--- config.mk ---
export PLATFORM = sky130hd
export DESIGN_NAME = page_table_walker_top
export DESIGN_NICKNAME = d
export VERILOG_FILES = /design/src/design/ptw_pkg.sv /design/src/design/ptw_cfg.sv /design/src/design/ptw_step.sv /design/src/design/page_table_walker_top.sv
export SDC_FILE = /design/constraint.sdc
export NUM_CORES = 1
export LEC_CHECK = 0
export BUFFER_PORTS_ARGS = -buffer_cell sky130_fd_sc_hd__buf_2
export CAP_MARGIN = 15
export CORE_UTILIZATION = 55
export DETAILED_ROUTE_END_ITERATION = 10
export GPL_ROUTABILITY_DRIVEN = 0
export PLACE_DENSITY = 0.8
export SLEW_MARGIN = 15
export SYNTH_ARGS = -nofsm -noshare
export SYNTH_HDL_FRONTEND = slang
export SYNTH_SLANG_ARGS = --single-unit
--- constraint.sdc ---
create_clock -name clk -period 6.9 [get_ports clk]
set_clock_uncertainty 0.2 [all_clocks]
set_input_delay 1.035 -clock clk [delete_from_list [all_inputs] [get_ports clk]]
set_output_delay 1.035 -clock clk [all_outputs]
set_load 0.01 [all_outputs]
--- src/design/ptw_pkg.sv ---
// Shared types, codes and helper functions for the page table walker.
// No dependencies; every other design file imports this package.
`default_nettype none

package ptw_pkg;

	// Fixed field widths of the block's channels.
	localparam int PAGE_W  = 44;
	localparam int MEM_W   = 45;
	localparam int VA_W    = 64;
	localparam int WVA_W   = 39;
	localparam int ENTRY_W = 10;
	localparam int PA_W    = 56;
	localparam int FLAGS_W = 8;
	localparam int LEVEL_W = 2;
	localparam int OFS_W   = 12;

	// Stream data widths, padded to whole bytes.
	localparam int S_TDATA_W = 120;
	localparam int M_TDATA_W = 120;

	// Configuration port.
	localparam int CFG_IDX_W  = 2;
	localparam int CFG_DATA_W = MEM_W;

	localparam int PPN_BITS_DEF = 44;

	localparam logic [PAGE_W-1:0] ROOT_RESET = PAGE_W'(4096);
	localparam logic [MEM_W-1:0]  MEM_RESET  = MEM_W'(4096);

	// Register indexes of the configuration port.
	typedef enum logic [CFG_IDX_W-1:0] {
		REG_WALK_MODE  = 2'd0,
		REG_ROOT_PAGE  = 2'd1,
		REG_MEM_PAGES  = 2'd2
	} reg_idx_t;

	typedef enum logic {
		OP_TRANSLATE = 1'b0,
		OP_RESPONSE  = 1'b1
	} op_t;

	typedef enum logic {
		KIND_REQ  = 1'b0,
		KIND_DONE = 1'b1
	} kind_t;

	typedef enum logic [2:0] {
		FLT_OK         = 3'd0,
		FLT_NO_MEM     = 3'd1,
		FLT_SIGN_EXT   = 3'd2,
		FLT_INVALID    = 3'd3,
		FLT_MISALIGNED = 3'd4,
		FLT_BEYOND_MEM = 3'd5,
		FLT_NO_LEAF    = 3'd6,
		FLT_UNEXPECTED = 3'd7
	} fault_t;

	localparam logic [LEVEL_W-1:0] LVL_0 = 2'd0;
	localparam logic [LEVEL_W-1:0] LVL_1 = 2'd1;
	localparam logic [LEVEL_W-1:0] LVL_2 = 2'd2;

	// PTE flag bit positions.
	localparam int FLAG_V = 0;

	typedef struct packed {
		logic               sv39;
		logic [PAGE_W-1:0]  root_page;
		logic [MEM_W-1:0]   mem_pages;
	} ptw_cfg_t;

	typedef struct packed {
		logic                busy;
		logic [WVA_W-1:0]    vaddr;
		logic [LEVEL_W-1:0]  level;
	} ptw_state_t;

	typedef struct packed {
		kind_t               kind;
		logic [PAGE_W-1:0]   req_table_page;
		logic [ENTRY_W-1:0]  req_entry;
		logic [PA_W-1:0]     phys_addr;
		fault_t              fault_code;
		logic [LEVEL_W-1:0]  end_level;
	} ptw_result_t;

	// Index of the PTE for a given level: 9-bit VPNs in Sv39, 10-bit in Sv32.
	function automatic logic [ENTRY_W-1:0] vpn_of(input logic [WVA_W-1:0] va,
			input logic sv39, input logic [LEVEL_W-1:0] level);
		logic [ENTRY_W-1:0] vpn;
		vpn = '0;
		if (sv39) begin
			case (level)
				LVL_0:   vpn = {1'b0, va[20:12]};
				LVL_1:   vpn = {1'b0, va[29:21]};
				LVL_2:   vpn = {1'b0, va[38:30]};
				default: vpn = '0;
			endcase
		end else begin
			if (level[0]) begin
				vpn = va[31:22];
			end else begin
				vpn = va[21:12];
			end
		end
		return vpn;
	endfunction

endpackage

`default_nettype wire

--- src/design/ptw_cfg.sv ---
// Configuration register file of the page table walker.
// Depends on ptw_pkg for the register indexes and the configuration struct.
`default_nettype none

module ptw_cfg
	import ptw_pkg::*;
(
	input  wire logic                  clk,
	input  wire logic                  arst_n,
	input  wire logic                  cfg_we,
	input  wire logic [CFG_IDX_W-1:0]  cfg_index,
	input  wire logic [CFG_DATA_W-1:0] cfg_data,
	output ptw_cfg_t                   cfg
);

	ptw_cfg_t cfg_q;

	always_ff @(posedge clk or negedge arst_n) begin
		if (!arst_n) begin
			cfg_q.sv39      <= 1'b0;
			cfg_q.root_page <= ROOT_RESET;
			cfg_q.mem_pages <= MEM_RESET;
		end else if (cfg_we) begin
			unique case (cfg_index)
				REG_WALK_MODE: cfg_q.sv39      <= cfg_data[0];
				REG_ROOT_PAGE: cfg_q.root_page <= cfg_data[PAGE_W-1:0];
				REG_MEM_PAGES: cfg_q.mem_pages <= cfg_data[MEM_W-1:0];
				default: ;
			endcase
		end
	end

	assign cfg = cfg_q;

endmodule

`default_nettype wire

--- src/design/ptw_step.sv ---
// Decision logic for one item of the walker: result and next walk state.
// Depends on ptw_pkg for types, fault codes and the VPN helper.
`default_nettype none

module ptw_step
	import ptw_pkg::*;
#(
	parameter int PPN_BITS = PPN_BITS_DEF
) (
	input  wire logic               op,
	input  wire logic [VA_W-1:0]    virt_addr,
	input  wire logic [PAGE_W-1:0]  pte_page,
	input  wire logic [FLAGS_W-1:0] pte_flags,
	input  wire ptw_cfg_t           cfg,
	input  wire ptw_state_t         state,
	output ptw_result_t             res,
	output ptw_state_t              state_nxt
);

	logic [PPN_BITS-1:0]  ppn;
	logic [PPN_BITS-1:0]  base_pg;
	logic [PA_W-1:0]      pa;
	logic [LEVEL_W-1:0]   top_lvl;
	logic [LEVEL_W-1:0]   lvl_dn;
	logic [WVA_W-1:0]     new_va;
	logic                 sign_ok;
	logic                 misaligned;

	assign ppn      = pte_page[PPN_BITS-1:0];
	assign base_pg  = cfg.root_page[PPN_BITS-1:0];
	assign pa       = {PAGE_W'(ppn), state.vaddr[OFS_W-1:0]};
	assign top_lvl  = cfg.sv39 ? LVL_2 : LVL_1;
	assign lvl_dn   = state.level - LVL_1;
	assign new_va   = cfg.sv39 ? virt_addr[WVA_W-1:0] : WVA_W'(virt_addr[31:0]);
	assign sign_ok  = (virt_addr[VA_W-1:38] == '0) || (virt_addr[VA_W-1:38] == '1);

	// A superpage leaf needs every lower VPN of the address to be zero.
	assign misaligned =
		((state.level != LVL_0) && (vpn_of(state.vaddr, cfg.sv39, LVL_0) != '0)) ||
		(state.level[1] && (vpn_of(state.vaddr, cfg.sv39, LVL_1) != '0));

	always_comb begin
		state_nxt = state;
		res       = '0;
		res.kind  = KIND_DONE;
		if (op == OP_TRANSLATE) begin
			state_nxt.busy = 1'b0;
			if (cfg.mem_pages == '0) begin
				res.fault_code = FLT_NO_MEM;
				res.end_level  = top_lvl;
			end else if (cfg.sv39 && !sign_ok) begin
				res.fault_code = FLT_SIGN_EXT;
				res.end_level  = LVL_2;
			end else begin
				state_nxt.busy     = 1'b1;
				state_nxt.vaddr    = new_va;
				state_nxt.level    = top_lvl;
				res.kind           = KIND_REQ;
				res.req_table_page = PAGE_W'(base_pg);
				res.req_entry      = vpn_of(new_va, cfg.sv39, top_lvl);
				res.end_level      = top_lvl;
			end
		end else if (!state.busy) begin
			// A response with no walk running is reported and otherwise ignored.
			res.fault_code = FLT_UNEXPECTED;
			res.end_level  = LVL_0;
		end else begin
			state_nxt.busy = 1'b0;
			res.end_level  = state.level;
			if (!cfg.sv39 && state.level[1]) begin
				res.fault_code = FLT_UNEXPECTED;
			end else if (!pte_flags[FLAG_V]) begin
				res.fault_code = FLT_INVALID;
			end else if (!cfg.sv39 && (state.level == LVL_0)) begin
				res.phys_addr = pa;
			end else if (pte_flags[3:1] != '0) begin
				if (misaligned) begin
					res.fault_code = FLT_MISALIGNED;
				end else begin
					res.phys_addr = pa;
				end
			end else if (MEM_W'(ppn) >= cfg.mem_pages) begin
				res.fault_code = FLT_BEYOND_MEM;
			end else if (state.level == LVL_0) begin
				res.fault_code = FLT_NO_LEAF;
			end else begin
				state_nxt.busy     = 1'b1;
				state_nxt.level    = lvl_dn;
				res.kind           = KIND_REQ;
				res.req_table_page = PAGE_W'(ppn);
				res.req_entry      = vpn_of(state.vaddr, cfg.sv39, lvl_dn);
				res.end_level      = lvl_dn;
			end
		end
	end

endmodule

`default_nettype wire

--- src/design/page_table_walker_top.sv ---
// Top level of the Sv32/Sv39 page table walker: input register, walk state,
// result register. Depends on ptw_pkg, ptw_cfg and ptw_step.
//
// Usage. Items arrive on the slave stream (s_*). s_tuser carries the op:
// a translate request starts a new walk for the virtual address, and a PTE
// response carries the PPN and flags of the entry the walker asked for. For
// every accepted beat exactly one result beat leaves on the master stream
// (m_*): m_tuser is the kind, either a PTE read request (table page, entry
// index and level) to forward to memory, or a finished translation with the
// physical address, a fault code and the level where the walk ended. The
// memory side answers each request by sending the PTE back as a response.
//
// Timing. An accepted beat is registered in the input register, decided by
// one level of compare-and-select logic and written to the result register
// once that register is free or being emptied, and then shows on m_tvalid.
// The walk state is updated when the result is written, so one beat per
// cycle is sustained with no bubble between dependent items while m_tready
// stays high; the rate is set by the single input-to-result register path.
//
// Stalls. While m_tready is low the result register holds its beat; the
// input register can still take one more beat, after which s_tready drops
// until the result is taken. Nothing is dropped or repeated.
//
// Reset. arst_n clears both valid flags and the walk state (idle) and loads
// the configuration defaults: Sv32, root table page 4096, 4096 pages of
// memory. Configuration is written through cfg_we/cfg_index/cfg_data, only
// while the walker is idle; the user must ensure this, the block does not.
`default_nettype none

module page_table_walker_top
	import ptw_pkg::*;
#(
	parameter int PPN_BITS = PPN_BITS_DEF
) (
	input  wire logic                  clk,
	input  wire logic                  arst_n,
	// Configuration write port.
	input  wire logic                  cfg_we,
	input  wire logic [CFG_IDX_W-1:0]  cfg_index,
	input  wire logic [CFG_DATA_W-1:0] cfg_data,
	// Input stream.
	input  wire logic                  s_tvalid,
	output      logic                  s_tready,
	// s_tdata from bit 0 up: virt_addr[63:0], pte_page[107:64],
	// pte_flags[115:108], zero padding[119:116].
	input  wire logic [S_TDATA_W-1:0]  s_tdata,
	// s_tuser: op[0].
	input  wire logic [0:0]            s_tuser,
	// Result stream.
	output      logic                  m_tvalid,
	input  wire logic                  m_tready,
	// m_tdata from bit 0 up: req_table_page[43:0], req_entry[53:44],
	// phys_addr[109:54], fault_code[112:110], end_level[114:113],
	// zero padding[119:115].
	output      logic [M_TDATA_W-1:0]  m_tdata,
	// m_tuser: kind[0].
	output      logic [0:0]            m_tuser
);

	ptw_cfg_t    cfg;
	ptw_state_t  state_q;
	ptw_state_t  state_nxt;
	ptw_result_t res;
	ptw_result_t out_q;

	logic                 s1_valid_q;
	logic                 op_s1;
	logic [VA_W-1:0]      va_s1;
	logic [PAGE_W-1:0]    page_s1;
	logic [FLAGS_W-1:0]   flags_s1;
	logic                 out_valid_q;
	logic                 advance;
	logic                 in_beat;

	ptw_cfg u_cfg (
		.clk       (clk),
		.arst_n    (arst_n),
		.cfg_we    (cfg_we),
		.cfg_index (cfg_index),
		.cfg_data  (cfg_data),
		.cfg       (cfg)
	);

	ptw_step #(
		.PPN_BITS (PPN_BITS)
	) u_step (
		.op        (op_s1),
		.virt_addr (va_s1),
		.pte_page  (page_s1),
		.pte_flags (flags_s1),
		.cfg       (cfg),
		.state     (state_q),
		.res       (res),
		.state_nxt (state_nxt)
	);

	// The registered beat moves on when the result register is free or is
	// being emptied in this cycle.
	assign advance  = !out_valid_q || m_tready;
	assign s_tready = !s1_valid_q || advance;
	assign in_beat  = s_tvalid && s_tready;

	// Input register; the payload needs no reset.
	always_ff @(posedge clk or negedge arst_n) begin
		if (!arst_n) begin
			s1_valid_q <= 1'b0;
		end else if (in_beat) begin
			s1_valid_q <= 1'b1;
		end else if (advance) begin
			s1_valid_q <= 1'b0;
		end
	end

	always_ff @(posedge clk) begin
		if (in_beat) begin
			op_s1    <= s_tuser[0];
			va_s1    <= s_tdata[63:0];
			page_s1  <= s_tdata[107:64];
			flags_s1 <= s_tdata[115:108];
		end
	end

	// Walk state changes exactly when a beat's result is registered.
	always_ff @(posedge clk or negedge arst_n) begin
		if (!arst_n) begin
			state_q <= '0;
		end else if (s1_valid_q && advance) begin
			state_q <= state_nxt;
		end
	end

	// Result register.
	always_ff @(posedge clk or negedge arst_n) begin
		if (!arst_n) begin
			out_valid_q <= 1'b0;
		end else if (s1_valid_q && advance) begin
			out_valid_q <= 1'b1;
		end else if (m_tready) begin
			out_valid_q <= 1'b0;
		end
	end

	always_ff @(posedge clk) begin
		if (s1_valid_q && advance) begin
			out_q <= res;
		end
	end

	assign m_tvalid   = out_valid_q;
	assign m_tuser[0] = out_q.kind;
	assign m_tdata    = {5'b0, out_q.end_level, out_q.fault_code, out_q.phys_addr,
		out_q.req_entry, out_q.req_table_page};

	// A finished walk always leaves the walker idle.
	a_done_idles: assert property (@(posedge clk) disable iff (!arst_n)
		(s1_valid_q && advance && (res.kind == KIND_DONE)) |=> !state_q.busy)
		else $error("walker still busy after a finished translation");

	// A read request leaves the walker busy at the level it asked for.
	a_req_level: assert property (@(posedge clk) disable iff (!arst_n)
		(s1_valid_q && advance && (res.kind == KIND_REQ)) |=>
		(state_q.busy && (state_q.level == out_q.end_level)))
		else $error("walk state does not match the issued request");

	// A faulted translation never reports an address.
	a_fault_no_pa: assert property (@(posedge clk) disable iff (!arst_n)
		(out_valid_q && (out_q.kind == KIND_DONE) && (out_q.fault_code != FLT_OK)) |->
		(out_q.phys_addr == '0))
		else $error("physical address reported with a fault");

	// A running walk is never at a level beyond the Sv39 root.
	a_level_range: assert property (@(posedge clk) disable iff (!arst_n)
		state_q.busy |-> (state_q.level != 2'd3))
		else $error("walk level out of range");

endmodule

`default_nettype wire

==> out/qor.txt, run 1 <==
status -> completed
max-cap violations -> 0
largest net degree at the start of global routing -> 90
Worst Hold Class -> reg2reg
Core Area -> 26800 um2
# DRC -> 0
Mapped Area -> 15000 um2
Die Area -> 27900 um2
Filler cells -> 1889
mean post-synth cell area -> 15.0 um2
all-layer global routing usage -> 23.9%
flop-to-flop setup slack -> 2.60 ns
Port Buf Inserts -> 282
Synth area leader -> edfxtp_1
switching share of power -> 24.6%
cell internal pwr -> 4.30 mW
Critical Setup Path Class -> reg2reg
CTS max path bufs -> 3
Gate Count Post-Synth -> 996
num rows -> 60
number of distinct library cells after synthesis -> 53
Final Max Slew Viols -> 0
TritonCTS clock tree -> built
Initial DRC Count -> 739
Net Sw Power -> 1.40 mW
Antenna Violating Nets Remaining -> 0
Top Ports -> 296
Synth Register Bits -> 363
share of layout cells above drive strength 1 -> 37.2%
CTS buffer count -> 37
first-pass GRT wire length -> 51100 um
top_reg_cell synth -> edfxtp_1
Peak Freq -> 233 MHz
WHS Endpoint -> state_q[10]$_DFFE_PN0P_
RSZ-0062 raised after global routing -> no
Power Density -> 317 nW/um2
Vias -> 9305
hold path cells -> 1
crit path DAT -> 4.50 ns
Hold Buf Count CTS -> 0
H-tree levels -> 2
CP Launch Type -> flop
Reg area -> 10200 um2
Data required, critical path -> 7.10 ns
setup TNS -> 0 ns
Detailed Place HPWL -> 22000 um
Reg power frac -> 49.3%
hold_ws -> 0.275 ns
Final min period -> 4.30 ns
worst skew pair latency -> 0.52 ns
Initial Util -> 55.9%
number of global-route vias before repair -> 9407
Yosys Warn Count -> 0
Comb power frac -> 13.6%
wire per inst -> 19.9 um
drt via density -> 5.61
top cell type's share of synthesized area -> 45.9%
post-route total power -> 5.71 mW
Final #Nets -> 1502
Critical R2R Capture -> state_q[31]$_DFFE_PN0P_
initial antenna violation count -> 5
area of the multi-input gates -> 4290 um2
sequential area share after synthesis -> 68.3%
Post-synth EDFFs -> 229
DR pass1 iterations -> 5
Post-Route WL -> 33100 um
Root Driver -> clkbuf_16
Worst Tran Pin Value -> 1.04 ns
synth top area cells -> edfxtp_1 (46%), dfrtp_1 (22%), mux2_2 (9.7%), ha_1 (3.7%), a22o_1 (2.7%)
clock slew seen by the registers of the worst setup and hold paths -> 0.06 ns
reg-to-reg startpoint -> va_s1[50]$_DFFE_PP_
Setup Fix Bufs, Post-CTS -> 0
critical-path maximum fanout -> 46
Worst Setup End Kind -> flop
die width -> 167 um
Hold Startpoint -> va_s1[8]$_DFFE_PP_
CTS sink count -> 363
Reg2Reg Depth -> 7
VDD IR-drop max -> 0.193 mV
Final setup violation count -> 0
Final Hold Viols -> 0
Area Growth Syn to Fin -> 20.0%
fin crit share -> 62.3%
Leak -> 7.58 nW
FFs w/ async S/R, synth -> 36.9%
Congestion Overflow GR -> 0
post-CTS sizing -> 0
relative slew slack -> 30.6%
Die Ht -> 167 um
Clk network pwr share -> 37.0%
==> state kept, by name, indices dropped and copies added (netlist names) <==
signal and count:
m_tdata 115, u_cfg.cfg 90, va_s1 64, page_s1 44
state_q 42, flags_s1 4, m_tuser 1, m_tvalid 1
op_s1 1, s1_valid_q 1
==> layer usage <==
layer  vias to the layer above  global-route usage, %  part of all wire, %
li1                       4306                      -                    -
met1                      4549                   30.3                   40
met2                       377                   41.3                   51
met3                        71                   4.11                  6.2
met4                         2                   9.14                  3.0
met5                         -                      0                0.033
==> metrics by stage <==
stage / cell area (um2) / instances / setup WS (ns) / util, %
final: 18000 / 1659 / 2.60 / 67.1
after global routing: 18000 / 1658 / 2.35 / 67.1
after CTS: 17900 / 1654 / 2.53 / 66.9
after detailed placement: 16700 / 1586 / 2.53 / 62.1
after global placement: 16700 / 1586 / 2.62 / 62.1
after floorplan: 15000 / 1000 / 2.04 / -
==> cells in the final DEF, fill, tap and decap left out, types with 5 or more instances in the layout <==
cell / instances
nand2b_1: 11
clkbuf_16: 39
buf_2: 281
edfxtp_1: 229
inv_1: 56
nor3_1: 7
nand3b_1: 5
nand4_1: 18
a22o_1: 46
bufinv_16: 7
nand3_1: 13
clkinv_1: 7
ha_1: 44
a21oi_1: 40
o21ai_0: 24
and2_1: 56
clkinv_2: 6
buf_4: 9
mux2_2: 129
o21a_1: 6
mux2i_1: 5
nor2_1: 12
a211oi_1: 6
conb_1: 5
clkbuf_1: 6
nand2_1: 36
dfrtp_1: 132
nor4_1: 22
==> area by class of cell <==
cell class | count | share of cell area [%]
antenna | 4 | 0.0557
clock buffer | 45 | 5.55
clock inverter | 23 | 1.62
inverter | 57 | 1.20
multi-input combinational | 534 | 23.9
sequential | 363 | 56.9
tap | 341 | 2.37
timing repair buffer | 292 | 8.41
==> cells in the mapped netlist (7+ instances only) <==
cell and instances:
a21oi_1 40, a22o_1 46, and2_1 58, buf_4 9
clkbuf_1 29, dfrtp_1 132, edfxtp_1 229, ha_1 44
inv_1 57, mux2_2 129, nand2_1 36, nand2b_1 11
nand3_1 13, nand4_1 18, nor2_1 13, nor3_1 7
nor4_1 22, o21ai_0 24
==> power groups by stage <==
stage	combinational (mW)	sequential [mW]	clock, mW
3_5_place_dp	0.777	2.85	0
3_3_place_gp	0.744	2.84	0
2_1_floorplan	0.497	2.84	0
5_1_grt	0.863	2.85	2.22
4_1_cts	0.785	2.81	2.14
6_report	0.778	2.82	2.11
==> logic make-up after synthesis <==
logic type      share of synthesized area (%)
mux                                      10.0
flops                                    68.3
other cells                            0.0250
simple gates                             7.24
buf+inv                                  3.26
fa+ha+maj                                3.68
compound gates                           7.45
==> how the worst max path moves through the flow <==
stage | startpoint | end | depth (start not counted)
5_1_grt | va_s1[38]$_DFFE_PP_ | state_q[28]$_DFFE_PN0P_ | 7
3_3_place_gp | va_s1[50]$_DFFE_PP_ | state_q[29]$_DFFE_PN0P_ | 7
3_5_place_dp | va_s1[50]$_DFFE_PP_ | state_q[28]$_DFFE_PN0P_ | 7
6_report | va_s1[50]$_DFFE_PP_ | state_q[31]$_DFFE_PN0P_ | 7
2_1_floorplan | m_tready | state_q[10]$_DFFE_PN0P_ | 7
4_1_cts | va_s1[50]$_DFFE_PP_ | state_q[23]$_DFFE_PN0P_ | 7
==> critical path, cell delays in order (launching register included) <==
cell	delay (ns)
edfxtp_1	0.40
nor4_1	0.37
nand3_1	0.14
o2bb2a_1	0.41
a21oi_4	0.82
buf_4	0.49
and2_2	0.91
mux2_2	0.43
No activity file was read; power rests on OpenSTA's default activity.
==> run 2, diff against run 1 <==
--- a/config.mk
+++ b/config.mk
@@ -7,10 +7,10 @@
 export LEC_CHECK = 0
 export BUFFER_PORTS_ARGS = -buffer_cell sky130_fd_sc_hd__buf_2
 export CAP_MARGIN = 15
-export CORE_UTILIZATION = 55
+export CORE_UTILIZATION = 50
 export DETAILED_ROUTE_END_ITERATION = 10
 export GPL_ROUTABILITY_DRIVEN = 0
-export PLACE_DENSITY = 0.8
+export PLACE_DENSITY = 0.76
 export SLEW_MARGIN = 15
 export SYNTH_ARGS = -nofsm -noshare
 export SYNTH_HDL_FRONTEND = slang
==> constraint.sdc (replaced) <==
create_clock -name clk -period 3.45 [get_ports clk]
set_clock_uncertainty 0.2 [all_clocks]
set_input_delay 0.5175 -clock clk [delete_from_list [all_inputs] [get_ports clk]]
set_output_delay 0.5175 -clock clk [all_outputs]
set_load 0.01 [all_outputs]
==> out/qor.txt, run 2 (synthesized netlist as in run 1, its figures left out) <==
all-layer global routing usage -> 23.4% (-0.51 points)
Congestion Overflow GR -> 0 (unchanged)
drt via density -> 5.33 (-4.9%)
CTS max path bufs -> 3 (unchanged)
Filler cells -> 2093 (+11%)
Root Driver -> clkbuf_16
Reg2Reg Depth -> 9 (+2)
crit path DAT -> 3.39 ns (-1.11 ns)
Worst Tran Pin Value -> 0.984 ns (-0.0563 ns)
Worst Setup End Kind -> flop
num rows -> 63 (+5.0%)
RSZ-0062 raised after global routing -> no
Comb power frac -> 14.7% (+1.1 points)
VDD IR-drop max -> 0.488 mV (+150%)
hold path cells -> 2 (+1)
worst skew pair latency -> 0.51 ns (about the same)
Top Ports -> 296 (unchanged)
switching share of power -> 24.9% (+0.31 points)
number of global-route vias before repair -> 10250 (+9.0%)
Initial Util -> 50.7% (-5.2 points)
Net Sw Power -> 2.84 mW (+100%)
CTS buffer count -> 38 (+2.7%)
setup TNS -> 0 ns (unchanged)
fin crit share -> 93.0% (+31 points)
relative slew slack -> 34.4% (+3.8 points)
TritonCTS clock tree -> built
Final #Nets -> 1633 (+8.7%)
placed standard-cell area -> 16900 um2 (+1.4%)
CP Launch Type -> flop
most frequent cells in the layout -> buf_2 (281), edfxtp_1 (229), dfrtp_1 (132)
Worst Hold Class -> in2reg
clock slew seen by the registers of the worst setup and hold paths -> 0.07 ns (about the same)
final core occ -> 65.3% (-1.8 points)
largest net degree at the start of global routing -> 75 (-17%)
Final min period -> 3.21 ns (-1.09 ns)
area of the multi-input gates -> 4310 um2 (+0.50%)
max-cap violations -> 0 (unchanged)
Leak -> 8.13 nW (+7.3%)
DR pass1 iterations -> 5 (unchanged)
Reg power frac -> 49.6% (+0.3 points)
Clk network pwr share -> 35.7% (-1.3 points)
Final Max Slew Viols -> 0 (unchanged)
status -> completed
Final setup violation count -> 0 (unchanged)
# DRC -> 0 (unchanged)
initial antenna violation count -> 1 (-4)
wire per inst -> 19.4 um (-2.5%)
Port Buf Inserts -> 282 (unchanged)
Area Growth Syn to Fin -> 28.9%
Antenna Violating Nets Remaining -> 0 (unchanged)
Vias -> 9800 (+5.3%)
Detailed Place HPWL -> 22200 um (+0.77%)
Final Hold Viols -> 0 (unchanged)
fin area -> 19300 um2 (+7.4%)
Die Ht -> 175 um (+4.8%)
H-tree levels -> 2 (unchanged)
share of layout cells above drive strength 1 -> 35.1% (-2.1 points)
first-pass GRT wire length -> 55100 um (+7.7%)
Critical Setup Path Class -> reg2reg
Initial DRC Count -> 638 (-14%)
cell internal pwr -> 8.56 mW (+99%)
max reg flops -> 115 (unchanged)
die width -> 175 um (+4.8%)
Reg area -> 10200 um2 (unchanged)
CTS sink count -> 363 (unchanged)
Power Density -> 591 nW/um2 (+86%)
Die Area -> 30700 um2 (+9.9%)
Core Area -> 29600 um2 (+10%)
Data required, critical path -> 3.63 ns (-3.47 ns)
post-route total power -> 11.4 mW (+100%)
Peak Freq -> 312 MHz (+34%)
critical-path maximum fanout -> 9 (-80%)
Post-Route WL -> 35700 um (+8.0%)
commonest non-fill, non-tap cell in the layout -> buf_2
run 2: layout make-up:
class                      count  area share [%]
sequential                   363            53.0
tap                          390            2.53
antenna                        1          0.0130
clock inverter                15           0.803
timing repair buffer         422            14.5
multi-input combinational    534            22.3
inverter                      57            1.13
clock buffer                  55            5.69
run 2: power groups by stage:
stage	Combinational [mW]	Clock, mW	Sequential (mW)
finish	1.67	4.07	5.66
global placement	1.50	0	5.70
detailed placement	1.56	0	5.73
floorplan	1.00	0	5.66
CTS	1.67	4.13	5.65
global route	1.85	4.31	5.73
run 2: critical path, stage by stage, from the launching register on:
cell and delay [ns]:
edfxtp_1 0.45, ha_1 0.33, a41oi_2 0.17, o21ai_1 0.11
a221o_1 0.37, o31a_1 0.31, a211oi_4 0.39, and3_4 0.39
buf_4 0.20, a22o_1 0.14
run 2: final timing paths:
kind,start,endpoint,slack (ns)
setup / recovery,page_s1[18]$_DFFE_PP_,m_tdata[12]$_DFFE_PP_,0.24
hold / removal,cfg_data[44],u_cfg.cfg[44]$_DFFE_PN0P_,0.05
setup reg to reg,page_s1[18]$_DFFE_PP_,m_tdata[12]$_DFFE_PP_,0.24
hold reg to reg,va_s1[0]$_DFFE_PP_,state_q[2]$_DFFE_PN0P_,0.28
max in group asynchronous,arst_n,u_cfg.cfg[12]$_DFFE_PN1P_,1.85
min in group asynchronous,arst_n,state_q[11]$_DFFE_PN0P_,0.35
run 2: metrics by stage:
stage | setup slack (ns) | std cells | hold slack [ns]
after floorplan | -0.0648 | 1000 | 0.0219
after global placement | 0.181 | 1650 | 0.258
after detailed placement | 0.102 | 1650 | 0.266
after CTS | 0.0998 | 1834 | 0.0232
after global routing | 0.0634 | 1837 | 0.0312
final | 0.240 | 1837 | 0.0489
run 2: repair_timing:
item,4_1_cts,5_1_grt
hold buffers,114,0
setup buffers,0,2
setup endpoints to repair,0,24
endpoints found under the hold margin,174,0
resized for setup,0,2
run 2: per-layer routing:
layer	GRT usage (%)	vias to the layer above	share of wire [%]
li1	-	4560	-
met1	29.3	4835	41
met2	42.1	346	52
met3	3.66	59	5.2
met4	6.52	0	2.0
met5	0	-	0
